**src/rtl/nba_pkg.sv**
```systemverilog
`default_nettype none

package nba_pkg;

    // Longest text, in characters, that sets the banner width.
    localparam int unsigned MAX_TEXT_CHARS = 255;

    // Banner geometry and timing constants.
    localparam int unsigned CHAR_PX         = 6;
    localparam int unsigned TEXT_PAD_PX     = 40;
    localparam int unsigned EDGE_PX         = 8;
    localparam int unsigned MS_PER_S        = 1000;

    // Serial divider: one quotient bit per cycle over a 32-bit dividend.
    localparam int unsigned DIV_STEPS = 32;
    localparam int unsigned DIV_CNT_W = $clog2(DIV_STEPS);

    // Item operation codes.
    localparam logic OP_TICK  = 1'b0;
    localparam logic OP_START = 1'b1;

    // Configuration register indexes.
    localparam int unsigned CFG_IDX_W = 3;
    localparam logic [CFG_IDX_W-1:0] CFG_SHRINK_TIME   = 3'd0;
    localparam logic [CFG_IDX_W-1:0] CFG_SHRINK_PX     = 3'd1;
    localparam logic [CFG_IDX_W-1:0] CFG_SCROLL_SPEED  = 3'd2;
    localparam logic [CFG_IDX_W-1:0] CFG_DISPLAY_WIDTH = 3'd3;
    localparam logic [CFG_IDX_W-1:0] CFG_UNSHRINK_TIME = 3'd4;

    // Configuration reset values.
    localparam logic [15:0] SHRINK_TIME_RST   = 16'd300;
    localparam logic [7:0]  SHRINK_PX_RST     = 8'd8;
    localparam logic [11:0] SCROLL_SPEED_RST  = 12'd40;
    localparam logic [11:0] DISPLAY_WIDTH_RST = 12'd128;
    localparam logic [15:0] UNSHRINK_TIME_RST = 16'd300;

    // Banner phase, as it is reported in every result.
    typedef enum logic [1:0] {
        PH_IDLE     = 2'd0,
        PH_SHRINK   = 2'd1,
        PH_SCROLL   = 2'd2,
        PH_UNSHRINK = 2'd3
    } phase_t;

    typedef struct packed {
        logic        operation;
        logic [31:0] now_ms;
        logic [7:0]  text_len;
    } in_item_t;

    typedef struct packed {
        logic [7:0]         shrink_amount;
        logic signed [15:0] scroll_pos;
        logic               text_visible;
        logic               banner_active;
        logic               busy_res;
        logic [1:0]         phase_out;
    } out_item_t;

    // Strobes from the controller to the datapath, one per step.
    typedef struct packed {
        logic load;
        logic elapsed;
        logic eval;
        logic div_step;
        logic quot;
        logic check;
        logic cube2;
        logic cube3;
        logic round;
        logic emit;
    } cmd_t;

    // Status from the datapath that steers the controller.
    typedef struct packed {
        logic   is_start;
        logic   active;
        phase_t phase;
        logic   el_ge;
        logic   out_free;
    } stat_t;

endpackage

`default_nettype wire

```
**src/rtl/nba_ctrl.sv**
```systemverilog
`default_nettype none

module nba_ctrl
(
    input  wire logic           clk,
    input  wire logic           rst_n,
    input  wire logic           in_valid,
    output logic                in_stall,
    input  wire nba_pkg::stat_t stat,
    output nba_pkg::cmd_t       cmd
);

    typedef enum logic [9:0] {
        ST_IDLE    = 10'b00_0000_0001,
        ST_ELAPSED = 10'b00_0000_0010,
        ST_EVAL    = 10'b00_0000_0100,
        ST_DIV     = 10'b00_0000_1000,
        ST_QUOT    = 10'b00_0001_0000,
        ST_CHECK   = 10'b00_0010_0000,
        ST_CUBE2   = 10'b00_0100_0000,
        ST_CUBE3   = 10'b00_1000_0000,
        ST_ROUND   = 10'b01_0000_0000,
        ST_WRITE   = 10'b10_0000_0000
    } state_t;

    state_t                          state_reg;
    state_t                          state_next;
    logic [nba_pkg::DIV_CNT_W-1:0]   cnt_reg;
    logic [nba_pkg::DIV_CNT_W-1:0]   cnt_next;

    // A new word is taken only between items.
    assign in_stall = (state_reg != ST_IDLE);

    // Command strobes follow the current step.
    always_comb
    begin
        cmd          = '0;
        cmd.load     = (state_reg == ST_IDLE) && in_valid;
        cmd.elapsed  = (state_reg == ST_ELAPSED);
        cmd.eval     = (state_reg == ST_EVAL);
        cmd.div_step = (state_reg == ST_DIV);
        cmd.quot     = (state_reg == ST_QUOT);
        cmd.check    = (state_reg == ST_CHECK);
        cmd.cube2    = (state_reg == ST_CUBE2);
        cmd.cube3    = (state_reg == ST_CUBE3);
        cmd.round    = (state_reg == ST_ROUND);
        cmd.emit     = (state_reg == ST_WRITE) && stat.out_free;
    end

    // Step sequencing.
    always_comb
    begin
        state_next = state_reg;
        cnt_next   = cnt_reg;
        case (state_reg)
            ST_IDLE:
            begin
                if (in_valid)
                begin
                    state_next = ST_ELAPSED;
                end
            end
            ST_ELAPSED:
            begin
                state_next = ST_EVAL;
            end
            ST_EVAL:
            begin
                cnt_next = nba_pkg::DIV_CNT_W'(nba_pkg::DIV_STEPS - 1);
                if (stat.is_start || !stat.active)
                begin
                    state_next = ST_WRITE;
                end
                else
                begin
                    case (stat.phase)
                        nba_pkg::PH_SHRINK:   state_next = stat.el_ge ? ST_WRITE : ST_DIV;
                        nba_pkg::PH_SCROLL:   state_next = ST_DIV;
                        nba_pkg::PH_UNSHRINK: state_next = stat.el_ge ? ST_WRITE : ST_DIV;
                        default:              state_next = ST_WRITE;
                    endcase
                end
            end
            ST_DIV:
            begin
                if (cnt_reg == '0)
                begin
                    state_next = ST_QUOT;
                end
                else
                begin
                    cnt_next = cnt_reg - 1'b1;
                end
            end
            ST_QUOT:
            begin
                case (stat.phase)
                    nba_pkg::PH_SCROLL:   state_next = ST_CHECK;
                    nba_pkg::PH_UNSHRINK: state_next = ST_CUBE2;
                    default:              state_next = ST_WRITE;
                endcase
            end
            ST_CHECK:
            begin
                state_next = ST_WRITE;
            end
            ST_CUBE2:
            begin
                state_next = ST_CUBE3;
            end
            ST_CUBE3:
            begin
                state_next = ST_ROUND;
            end
            ST_ROUND:
            begin
                state_next = ST_WRITE;
            end
            ST_WRITE:
            begin
                if (stat.out_free)
                begin
                    state_next = ST_IDLE;
                end
            end
            default:
            begin
                state_next = ST_IDLE;
            end
        endcase
    end

    always_ff @(posedge clk or negedge rst_n)
    begin
        if (!rst_n)
        begin
            state_reg <= ST_IDLE;
            cnt_reg   <= '0;
        end
        else
        begin
            state_reg <= state_next;
            cnt_reg   <= cnt_next;
        end
    end

endmodule

`default_nettype wire

```
**src/rtl/nba_datapath.sv**
```systemverilog
`default_nettype none

module nba_datapath
(
    input  wire logic                              clk,
    input  wire logic                              rst_n,
    input  wire nba_pkg::in_item_t                 in_data,
    input  wire logic                              cfg_valid,
    input  wire logic [nba_pkg::CFG_IDX_W-1:0]     cfg_index,
    input  wire logic [15:0]                       cfg_data,
    output logic                                   out_valid,
    input  wire logic                              out_stall,
    output nba_pkg::out_item_t                     out_data,
    input  wire nba_pkg::cmd_t                     cmd,
    output nba_pkg::stat_t                         stat
);

    // Configuration registers.
    logic [15:0] shrink_time_reg,   shrink_time_next;
    logic [7:0]  shrink_px_reg,     shrink_px_next;
    logic [11:0] speed_reg,         speed_next;
    logic [11:0] width_reg,         width_next;
    logic [15:0] unshrink_time_reg, unshrink_time_next;

    // Current item.
    logic        op_reg,  op_next;
    logic [31:0] now_reg, now_next;
    logic [7:0]  len_reg, len_next;

    // Banner state.
    nba_pkg::phase_t phase_reg, phase_next;
    logic        active_reg,      active_next;
    logic [31:0] phase_start_reg, phase_start_next;
    logic [31:0] scroll_start_reg, scroll_start_next;
    logic [10:0] text_width_reg,  text_width_next;
    logic [7:0]  shrink_reg,      shrink_next;
    logic [15:0] scroll_reg,      scroll_next;
    logic        visible_reg,     visible_next;

    // Working registers.
    logic [31:0] el_reg,   el_next;
    logic [16:0] rem_reg,  rem_next;
    logic [31:0] quo_reg,  quo_next;
    logic [15:0] dvs_reg,  dvs_next;
    logic [31:0] sq_reg,   sq_next;
    logic [47:0] cube_reg, cube_next;
    logic [56:0] prod_reg, prod_next;

    // Result register.
    logic                out_valid_reg, out_valid_next;
    nba_pkg::out_item_t  out_data_reg,  out_data_next;

    // Combinational helpers.
    logic [7:0]         len_clamp;
    logic [10:0]        tw_calc;
    logic [15:0]        limit;
    logic               el_ge;
    logic [23:0]        shrink_prod;
    logic [31:0]        scroll_prod;
    logic [16:0]        div_trial;
    logic               div_fit;
    logic [15:0]        scroll_calc;
    logic signed [17:0] pos_sum;
    logic [48:0]        ease_rem;
    logic [56:0]        round_sum;
    logic               busy;

    // Text width from the clamped character count.
    assign len_clamp = ({2'b00, len_reg} > 10'(nba_pkg::MAX_TEXT_CHARS))
                     ? 8'(nba_pkg::MAX_TEXT_CHARS) : len_reg;
    assign tw_calc   = (len_clamp == '0) ? '0
                     : 11'({3'b000, len_clamp} * 11'(nba_pkg::CHAR_PX)
                           + 11'(nba_pkg::TEXT_PAD_PX));

    // Phase end test against the duration of the current phase.
    assign limit = (phase_reg == nba_pkg::PH_SHRINK) ? shrink_time_reg : unshrink_time_reg;
    assign el_ge = (el_reg >= {16'h0000, limit});

    // Dividends for the linear shrink and the scroll travel.
    assign shrink_prod = {8'h00, el_reg[15:0]} * {16'h0000, shrink_px_reg};
    assign scroll_prod = el_reg * {20'h00000, speed_reg};

    // One restoring divide step.
    assign div_trial = {rem_reg[15:0], quo_reg[31]};
    assign div_fit   = (div_trial >= {1'b0, dvs_reg});

    // Scroll position and the test for text fully past the left edge.
    assign scroll_calc = {4'h0, width_reg} + 16'(nba_pkg::EDGE_PX) - quo_reg[15:0];
    assign pos_sum     = {{2{scroll_reg[15]}}, scroll_reg} + {7'h00, text_width_reg};

    // Cubic ease-out: (1 - t^3) scaled by the full shrink, rounded.
    assign ease_rem  = {1'b1, 48'h0} - {1'b0, cube_reg};
    assign round_sum = prod_reg + (57'd1 << 47);

    assign busy = active_reg && ((phase_reg != nba_pkg::PH_IDLE) || visible_reg);

    always_comb
    begin
        shrink_time_next   = shrink_time_reg;
        shrink_px_next     = shrink_px_reg;
        speed_next         = speed_reg;
        width_next         = width_reg;
        unshrink_time_next = unshrink_time_reg;
        op_next            = op_reg;
        now_next           = now_reg;
        len_next           = len_reg;
        phase_next         = phase_reg;
        active_next        = active_reg;
        phase_start_next   = phase_start_reg;
        scroll_start_next  = scroll_start_reg;
        text_width_next    = text_width_reg;
        shrink_next        = shrink_reg;
        scroll_next        = scroll_reg;
        visible_next       = visible_reg;
        el_next            = el_reg;
        rem_next           = rem_reg;
        quo_next           = quo_reg;
        dvs_next           = dvs_reg;
        sq_next            = sq_reg;
        cube_next          = cube_reg;
        prod_next          = prod_reg;
        out_valid_next     = out_valid_reg;
        out_data_next      = out_data_reg;

        // Register writes; unknown indexes are dropped.
        if (cfg_valid)
        begin
            case (cfg_index)
                nba_pkg::CFG_SHRINK_TIME:   shrink_time_next   = cfg_data;
                nba_pkg::CFG_SHRINK_PX:     shrink_px_next     = cfg_data[7:0];
                nba_pkg::CFG_SCROLL_SPEED:  speed_next         = cfg_data[11:0];
                nba_pkg::CFG_DISPLAY_WIDTH: width_next         = cfg_data[11:0];
                nba_pkg::CFG_UNSHRINK_TIME: unshrink_time_next = cfg_data;
                default:                    ;
            endcase
        end

        // Capture the incoming word.
        if (cmd.load)
        begin
            op_next  = in_data.operation;
            now_next = in_data.now_ms;
            len_next = in_data.text_len;
        end

        // Time since the reference point of the current phase.
        if (cmd.elapsed)
        begin
            el_next = now_reg - ((phase_reg == nba_pkg::PH_SCROLL)
                                 ? scroll_start_reg : phase_start_reg);
        end

        // Direct updates, or set up the divider.
        if (cmd.eval)
        begin
            if (op_reg == nba_pkg::OP_START)
            begin
                text_width_next  = tw_calc;
                active_next      = (len_clamp != '0);
                phase_next       = nba_pkg::PH_SHRINK;
                phase_start_next = now_reg;
                shrink_next      = '0;
                scroll_next      = '0;
                visible_next     = 1'b0;
            end
            else if (!active_reg)
            begin
                phase_next   = nba_pkg::PH_IDLE;
                shrink_next  = '0;
                scroll_next  = '0;
                visible_next = 1'b0;
            end
            else
            begin
                case (phase_reg)
                    nba_pkg::PH_SHRINK:
                    begin
                        if (el_ge)
                        begin
                            shrink_next       = shrink_px_reg;
                            phase_next        = nba_pkg::PH_SCROLL;
                            scroll_start_next = now_reg;
                        end
                        else
                        begin
                            quo_next = {8'h00, shrink_prod};
                            dvs_next = shrink_time_reg;
                            rem_next = '0;
                        end
                    end
                    nba_pkg::PH_SCROLL:
                    begin
                        quo_next = scroll_prod;
                        dvs_next = 16'(nba_pkg::MS_PER_S);
                        rem_next = '0;
                    end
                    nba_pkg::PH_UNSHRINK:
                    begin
                        if (el_ge)
                        begin
                            shrink_next  = '0;
                            scroll_next  = '0;
                            visible_next = 1'b0;
                            active_next  = 1'b0;
                            phase_next   = nba_pkg::PH_IDLE;
                        end
                        else
                        begin
                            quo_next = {el_reg[15:0], 16'h0000};
                            dvs_next = unshrink_time_reg;
                            rem_next = '0;
                        end
                    end
                    default:
                    begin
                    end
                endcase
            end
        end

        // Quotient bit per cycle, shifted in from the right.
        if (cmd.div_step)
        begin
            rem_next = div_fit ? (div_trial - {1'b0, dvs_reg}) : div_trial;
            quo_next = {quo_reg[30:0], div_fit};
        end

        // Use the quotient.
        if (cmd.quot)
        begin
            case (phase_reg)
                nba_pkg::PH_SHRINK:
                begin
                    shrink_next = quo_reg[7:0];
                end
                nba_pkg::PH_SCROLL:
                begin
                    shrink_next  = shrink_px_reg;
                    visible_next = 1'b1;
                    scroll_next  = scroll_calc;
                end
                nba_pkg::PH_UNSHRINK:
                begin
                    sq_next = {16'h0000, quo_reg[15:0]} * {16'h0000, quo_reg[15:0]};
                end
                default:
                begin
                end
            endcase
        end

        // Text has left the display: start the unshrink.
        if (cmd.check)
        begin
            if (pos_sum < -$signed(18'(nba_pkg::EDGE_PX)))
            begin
                phase_next       = nba_pkg::PH_UNSHRINK;
                phase_start_next = now_reg;
                visible_next     = 1'b0;
            end
        end

        if (cmd.cube2)
        begin
            cube_next = {16'h0000, sq_reg} * {32'h0000_0000, quo_reg[15:0]};
        end

        if (cmd.cube3)
        begin
            prod_next = {8'h00, ease_rem} * {49'h0, shrink_px_reg};
        end

        if (cmd.round)
        begin
            shrink_next = round_sum[55:48];
        end

        // Result register: freed when taken, loaded when the item is done.
        if (out_valid_reg && !out_stall)
        begin
            out_valid_next = 1'b0;
        end
        if (cmd.emit)
        begin
            out_valid_next              = 1'b1;
            out_data_next.shrink_amount = shrink_reg;
            out_data_next.scroll_pos    = $signed(scroll_reg);
            out_data_next.text_visible  = visible_reg;
            out_data_next.banner_active = active_reg;
            out_data_next.busy_res      = busy;
            out_data_next.phase_out     = phase_reg;
        end
    end

    // Control state and configuration.
    always_ff @(posedge clk or negedge rst_n)
    begin
        if (!rst_n)
        begin
            shrink_time_reg   <= nba_pkg::SHRINK_TIME_RST;
            shrink_px_reg     <= nba_pkg::SHRINK_PX_RST;
            speed_reg         <= nba_pkg::SCROLL_SPEED_RST;
            width_reg         <= nba_pkg::DISPLAY_WIDTH_RST;
            unshrink_time_reg <= nba_pkg::UNSHRINK_TIME_RST;
            phase_reg         <= nba_pkg::PH_IDLE;
            active_reg        <= 1'b0;
            phase_start_reg   <= '0;
            scroll_start_reg  <= '0;
            text_width_reg    <= '0;
            shrink_reg        <= '0;
            scroll_reg        <= '0;
            visible_reg       <= 1'b0;
            out_valid_reg     <= 1'b0;
        end
        else
        begin
            shrink_time_reg   <= shrink_time_next;
            shrink_px_reg     <= shrink_px_next;
            speed_reg         <= speed_next;
            width_reg         <= width_next;
            unshrink_time_reg <= unshrink_time_next;
            phase_reg         <= phase_next;
            active_reg        <= active_next;
            phase_start_reg   <= phase_start_next;
            scroll_start_reg  <= scroll_start_next;
            text_width_reg    <= text_width_next;
            shrink_reg        <= shrink_next;
            scroll_reg        <= scroll_next;
            visible_reg       <= visible_next;
            out_valid_reg     <= out_valid_next;
        end
    end

    // Working values and payload.
    always_ff @(posedge clk)
    begin
        op_reg       <= op_next;
        now_reg      <= now_next;
        len_reg      <= len_next;
        el_reg       <= el_next;
        rem_reg      <= rem_next;
        quo_reg      <= quo_next;
        dvs_reg      <= dvs_next;
        sq_reg       <= sq_next;
        cube_reg     <= cube_next;
        prod_reg     <= prod_next;
        out_data_reg <= out_data_next;
    end

    assign out_valid = out_valid_reg;
    assign out_data  = out_data_reg;

    // Status for the controller.
    always_comb
    begin
        stat          = '0;
        stat.is_start = (op_reg == nba_pkg::OP_START);
        stat.active   = active_reg;
        stat.phase    = phase_reg;
        stat.el_ge    = el_ge;
        stat.out_free = !out_valid_reg || !out_stall;
    end

endmodule

`default_nettype wire

```
**src/rtl/notification_banner_animator_top.sv**
```systemverilog
`default_nettype none

// Scrolling notification banner sequencer. Each input word is a start (with the
// text length) or a millisecond tick, and each gives exactly one result word with
// the shrink amount, text x position, and the visible, active, busy and phase
// flags after that word. One word is handled at a time: a start, an idle tick or
// a tick that ends a phase passes the elapsed, evaluate and write steps; a tick
// that divides adds the serial divider and the quotient step, then the edge
// check in scroll or the registered multiply steps of the cubic ease in unshrink.
// A finished result waits in an output register, and the next word is accepted
// while it waits. Registers are written through the configuration port, which is
// always ready; write them only while no item is in flight.
module notification_banner_animator_top
(
    input  wire logic                          clk,
    input  wire logic                          rst_n,
    input  wire logic                          in_valid,
    output logic                               in_stall,
    input  wire nba_pkg::in_item_t             in_data,
    output logic                               out_valid,
    input  wire logic                          out_stall,
    output nba_pkg::out_item_t                 out_data,
    input  wire logic                          cfg_valid,
    output logic                               cfg_ready,
    input  wire logic [nba_pkg::CFG_IDX_W-1:0] cfg_index,
    input  wire logic [15:0]                   cfg_data
);

    nba_pkg::cmd_t  cmd;
    nba_pkg::stat_t stat;
    logic           cfg_write;

    // Register writes never wait.
    assign cfg_ready = 1'b1;
    assign cfg_write = cfg_valid && cfg_ready;

    nba_ctrl u_ctrl
    (
        .clk      (clk),
        .rst_n    (rst_n),
        .in_valid (in_valid),
        .in_stall (in_stall),
        .stat     (stat),
        .cmd      (cmd)
    );

    nba_datapath u_datapath
    (
        .clk       (clk),
        .rst_n     (rst_n),
        .in_data   (in_data),
        .cfg_valid (cfg_write),
        .cfg_index (cfg_index),
        .cfg_data  (cfg_data),
        .out_valid (out_valid),
        .out_stall (out_stall),
        .out_data  (out_data),
        .cmd       (cmd),
        .stat      (stat)
    );

endmodule

`default_nettype wire

```
**config.mk**
```make
export PLATFORM = sky130hd
export DESIGN_NAME = notification_banner_animator_top
export DESIGN_NICKNAME = d
export VERILOG_FILES = /design/src/rtl/nba_pkg.sv /design/src/rtl/nba_ctrl.sv /design/src/rtl/nba_datapath.sv /design/src/rtl/notification_banner_animator_top.sv
export SDC_FILE = /design/constraint.sdc
export NUM_CORES = 2
export LEC_CHECK = 0
export BUFFER_PORTS_ARGS = -buffer_cell sky130_fd_sc_hd__buf_2
export CORE_MARGIN = 3
export CORE_UTILIZATION = 65
export DETAILED_ROUTE_END_ITERATION = 12
export PLACE_DENSITY = 0.92
export SLEW_MARGIN = 20
export SYNTH_ARGS = -nofsm -noshare
export SYNTH_HDL_FRONTEND = slang
export SYNTH_SLANG_ARGS = --single-unit
```
**constraint.sdc**
```tcl
create_clock -name clk -period 8.4 [get_ports clk]
set_input_delay 1.26 -clock clk [delete_from_list [all_inputs] [get_ports clk]]
set_output_delay 1.26 -clock clk [all_outputs]
set_load 0.05 [all_outputs]
```
==> metrics.cfg <==
[logic_synthesis]
synth_area_um2=68400
syn_inst=7153
ys_seq_area_share_pct=17.8
synth_top_area_share_pct=34.6
yosysMostFrequentCell=inv_1
synth_common_cells=inv_1 (1377), fa_1 (1182), nand2_1 (849), and2_1 (732), ha_1 (496)
yosys.area.top_type=fa_1
synth.avg_cell_area_um2=9.57
ys_types=94
yosys_warnings=0
yosys-top-cells-area=fa_1 (35%), edfxtp_1 (11%), ha_1 (9.1%)
synth_edf_count=254
async_flop_share_pct=41.7
ys_seq_elements=436
synth_ff_type=edfxtp_1

[floorplanning]
die_h_um=331
start_util_pct=65.9
pin_count=97
die_w_um=331
core_area_um2=104000
rows=118
die_area_um2=109000

[drt]
drt_iter0_markers=5860
wirelength_mm=188
ant_nets=0
num_vias=53414
first_pass_iters=7
wl_per_cell_um=22.0
avgViaCountPerCell=6.26
drc_errors=0

[clock_tree]
clk_pin_slew_worst_paths_ps=70
cts_tree=yes
cts_buffers=46
cts_resized=0
htree_levels=2
postCtsHoldBufs=0
postCtsSetupRepairBufs=0
root_buffer=clkbuf_16
clk_path_buf_depth=3
cts.sinks=436
clock_latency_ps=650

[placed_design]
post_dp_cell_area_um2=70400
dp_slack_ps=741
port_buffers=95
dp.cells=8434
gp_congestion=0.972
hpwlAfterDp_mm=141

[grt]
grt.met2_usage_pct=55.8
grt-ovfl-total=0
antenna_found_initial=9
top_usage_layer=met2
grt_max_degree=112
grt_pass1_vias=58439
grt_use_total_pct=35.2
grtUsageMet1_pct=44.3
grt.met3_usage_pct=9.70
grt_pass1_wl_mm=303

[timing]
fin_crit_sh_pct=93.6
setup_tns_ps=0
min_period_ps=7870
hold_viol=0
finalWorstSetupSlack_ps=535
finClkSkew_ps=66.7
fmax_mhz=127
worst_pin_slew_ps=1230
maxSlewHeadroom_pct=18.0
slew_viol_final=0
setup_viol=0
rsz0062_at_grt=no

[setup_path]
startpoint_type=flop
path_delay_family=adder cells
rr_worst_depth=25
worstPathMaxFanout=19
endpoint_kind=flop
critPathBufInv=7
crit_arrival_ps=8250
critPathKind=flop to flop
worstPathRequired_ps=8780
r2r_end=u_datapath.sq_reg[30]
rr_startpoint=u_datapath.quo_reg[8]
max_stage_delay_ps=1060
cp_common_cell=inv_1
rrSetupSlack_ps=530
cp_slowest_cell=edfxtp_1

[job]
drv_cap=0

[min_path]
hp-start=u_datapath.shrink_reg[5]
min_to=u_datapath.out_data[26]
min_path_type=flop to flop
hold_path_depth=0

[layout]
postLayoutCellArea_um2=71900
multi_input_area_um2=50000
area_delta_synth_final_pct=5.06
fin_nets=8845
drive_above_1_share_pct=6.33
largest_reg_flops=48
fillerInstances=6870
stdcell_count=8527
regArea_um2=12200

[status]
status=complete, no violations

==> cells in the final DEF (no fill, tap or decap), types with 13 or more instances in the layout <==
master and n:
inv_1 1377, fa_1 1182, nand2_1 849, and2_1 732, ha_1 494, edfxtp_1 254, nor2_1 225, a21oi_1 220
xnor2_1 181, dfrtp_1 162, mux2_2 129, o21ai_0 119, a21o_1 94, buf_2 94, buf_4 92, xor2_1 87
nor3_1 67, mux2i_1 60, nand3_1 52, clkbuf_16 47, nor2b_1 33, o21a_1 33, a31oi_1 32, and3_1 30
o21bai_1 28, or3_1 27, nand2b_1 26, a211oi_1 26, a22o_1 25, nor4_1 21, nand4_1 21, a221oi_1 18
o31ai_1 16, clkbuf_1 15, o21ai_1 14, dfstp_2 13
==> layer usage <==
metal	vias up	share of wire, %	wire length (µm)
li1	22137	-	-
met1	26264	35	64800
met2	3889	46	86200
met3	1116	13	25000
met4	8	6.2	11700
met5	-	0.035	65
==> cell families after synthesis <==
group / count (synthesis) / share of synthesized area (%)
XOR/XNOR: 268 / 3.43
flip-flops: 436 / 17.8
buffers and inverters: 1681 / 9.26
adder cells (fa/ha/maj): 1678 / 43.6
AO/OA/AOI/OAI: 739 / 7.06
multiplexers: 192 / 3.05
AND/OR/NAND/NOR: 2157 / 15.7
other: 2 / 0.0110
==> stage by stage <==
| step | utilization [%] | hold WS, ps |
|---|---|---|
| after floorplan | - | 419 |
| after global placement | 67.7 | 430 |
| after detailed placement | 67.7 | 435 |
| after CTS | 69.2 | 449 |
| after global routing | 69.2 | 458 |
| final | 69.2 | 456 |
==> how the worst max path moves through the flow <==
stage,start,end,slack [ps],depth (start not counted)
6_report,u_datapath.quo_reg[8],u_datapath.sq_reg[30],530,25
5_1_grt,u_datapath.cube_reg[7],u_datapath.prod_reg[52],160,26
4_1_cts,u_datapath.quo_reg[8],u_datapath.sq_reg[30],690,25
3_5_place_dp,u_datapath.quo_reg[8],u_datapath.sq_reg[30],740,25
3_3_place_gp,u_datapath.cube_reg[13],u_datapath.prod_reg[54],1020,24
2_1_floorplan,u_datapath.cube_reg[13],u_datapath.prod_reg[54],1720,24
==> area by class of cell <==
type / instances / area share [%]
well taps: 1380 / 2.40
clock inverters: 23 / 0.343
inverters: 1385 / 7.23
diodes: 7 / 0.0244
flip-flops and latches: 436 / 17.0
clock buffers: 63 / 1.73
multi-input cells: 5043 / 69.6
repair buffers: 190 / 1.72
Power is not shown: default switching activity piles up to over one toggle a cycle in this logic, so the estimate is an artifact.
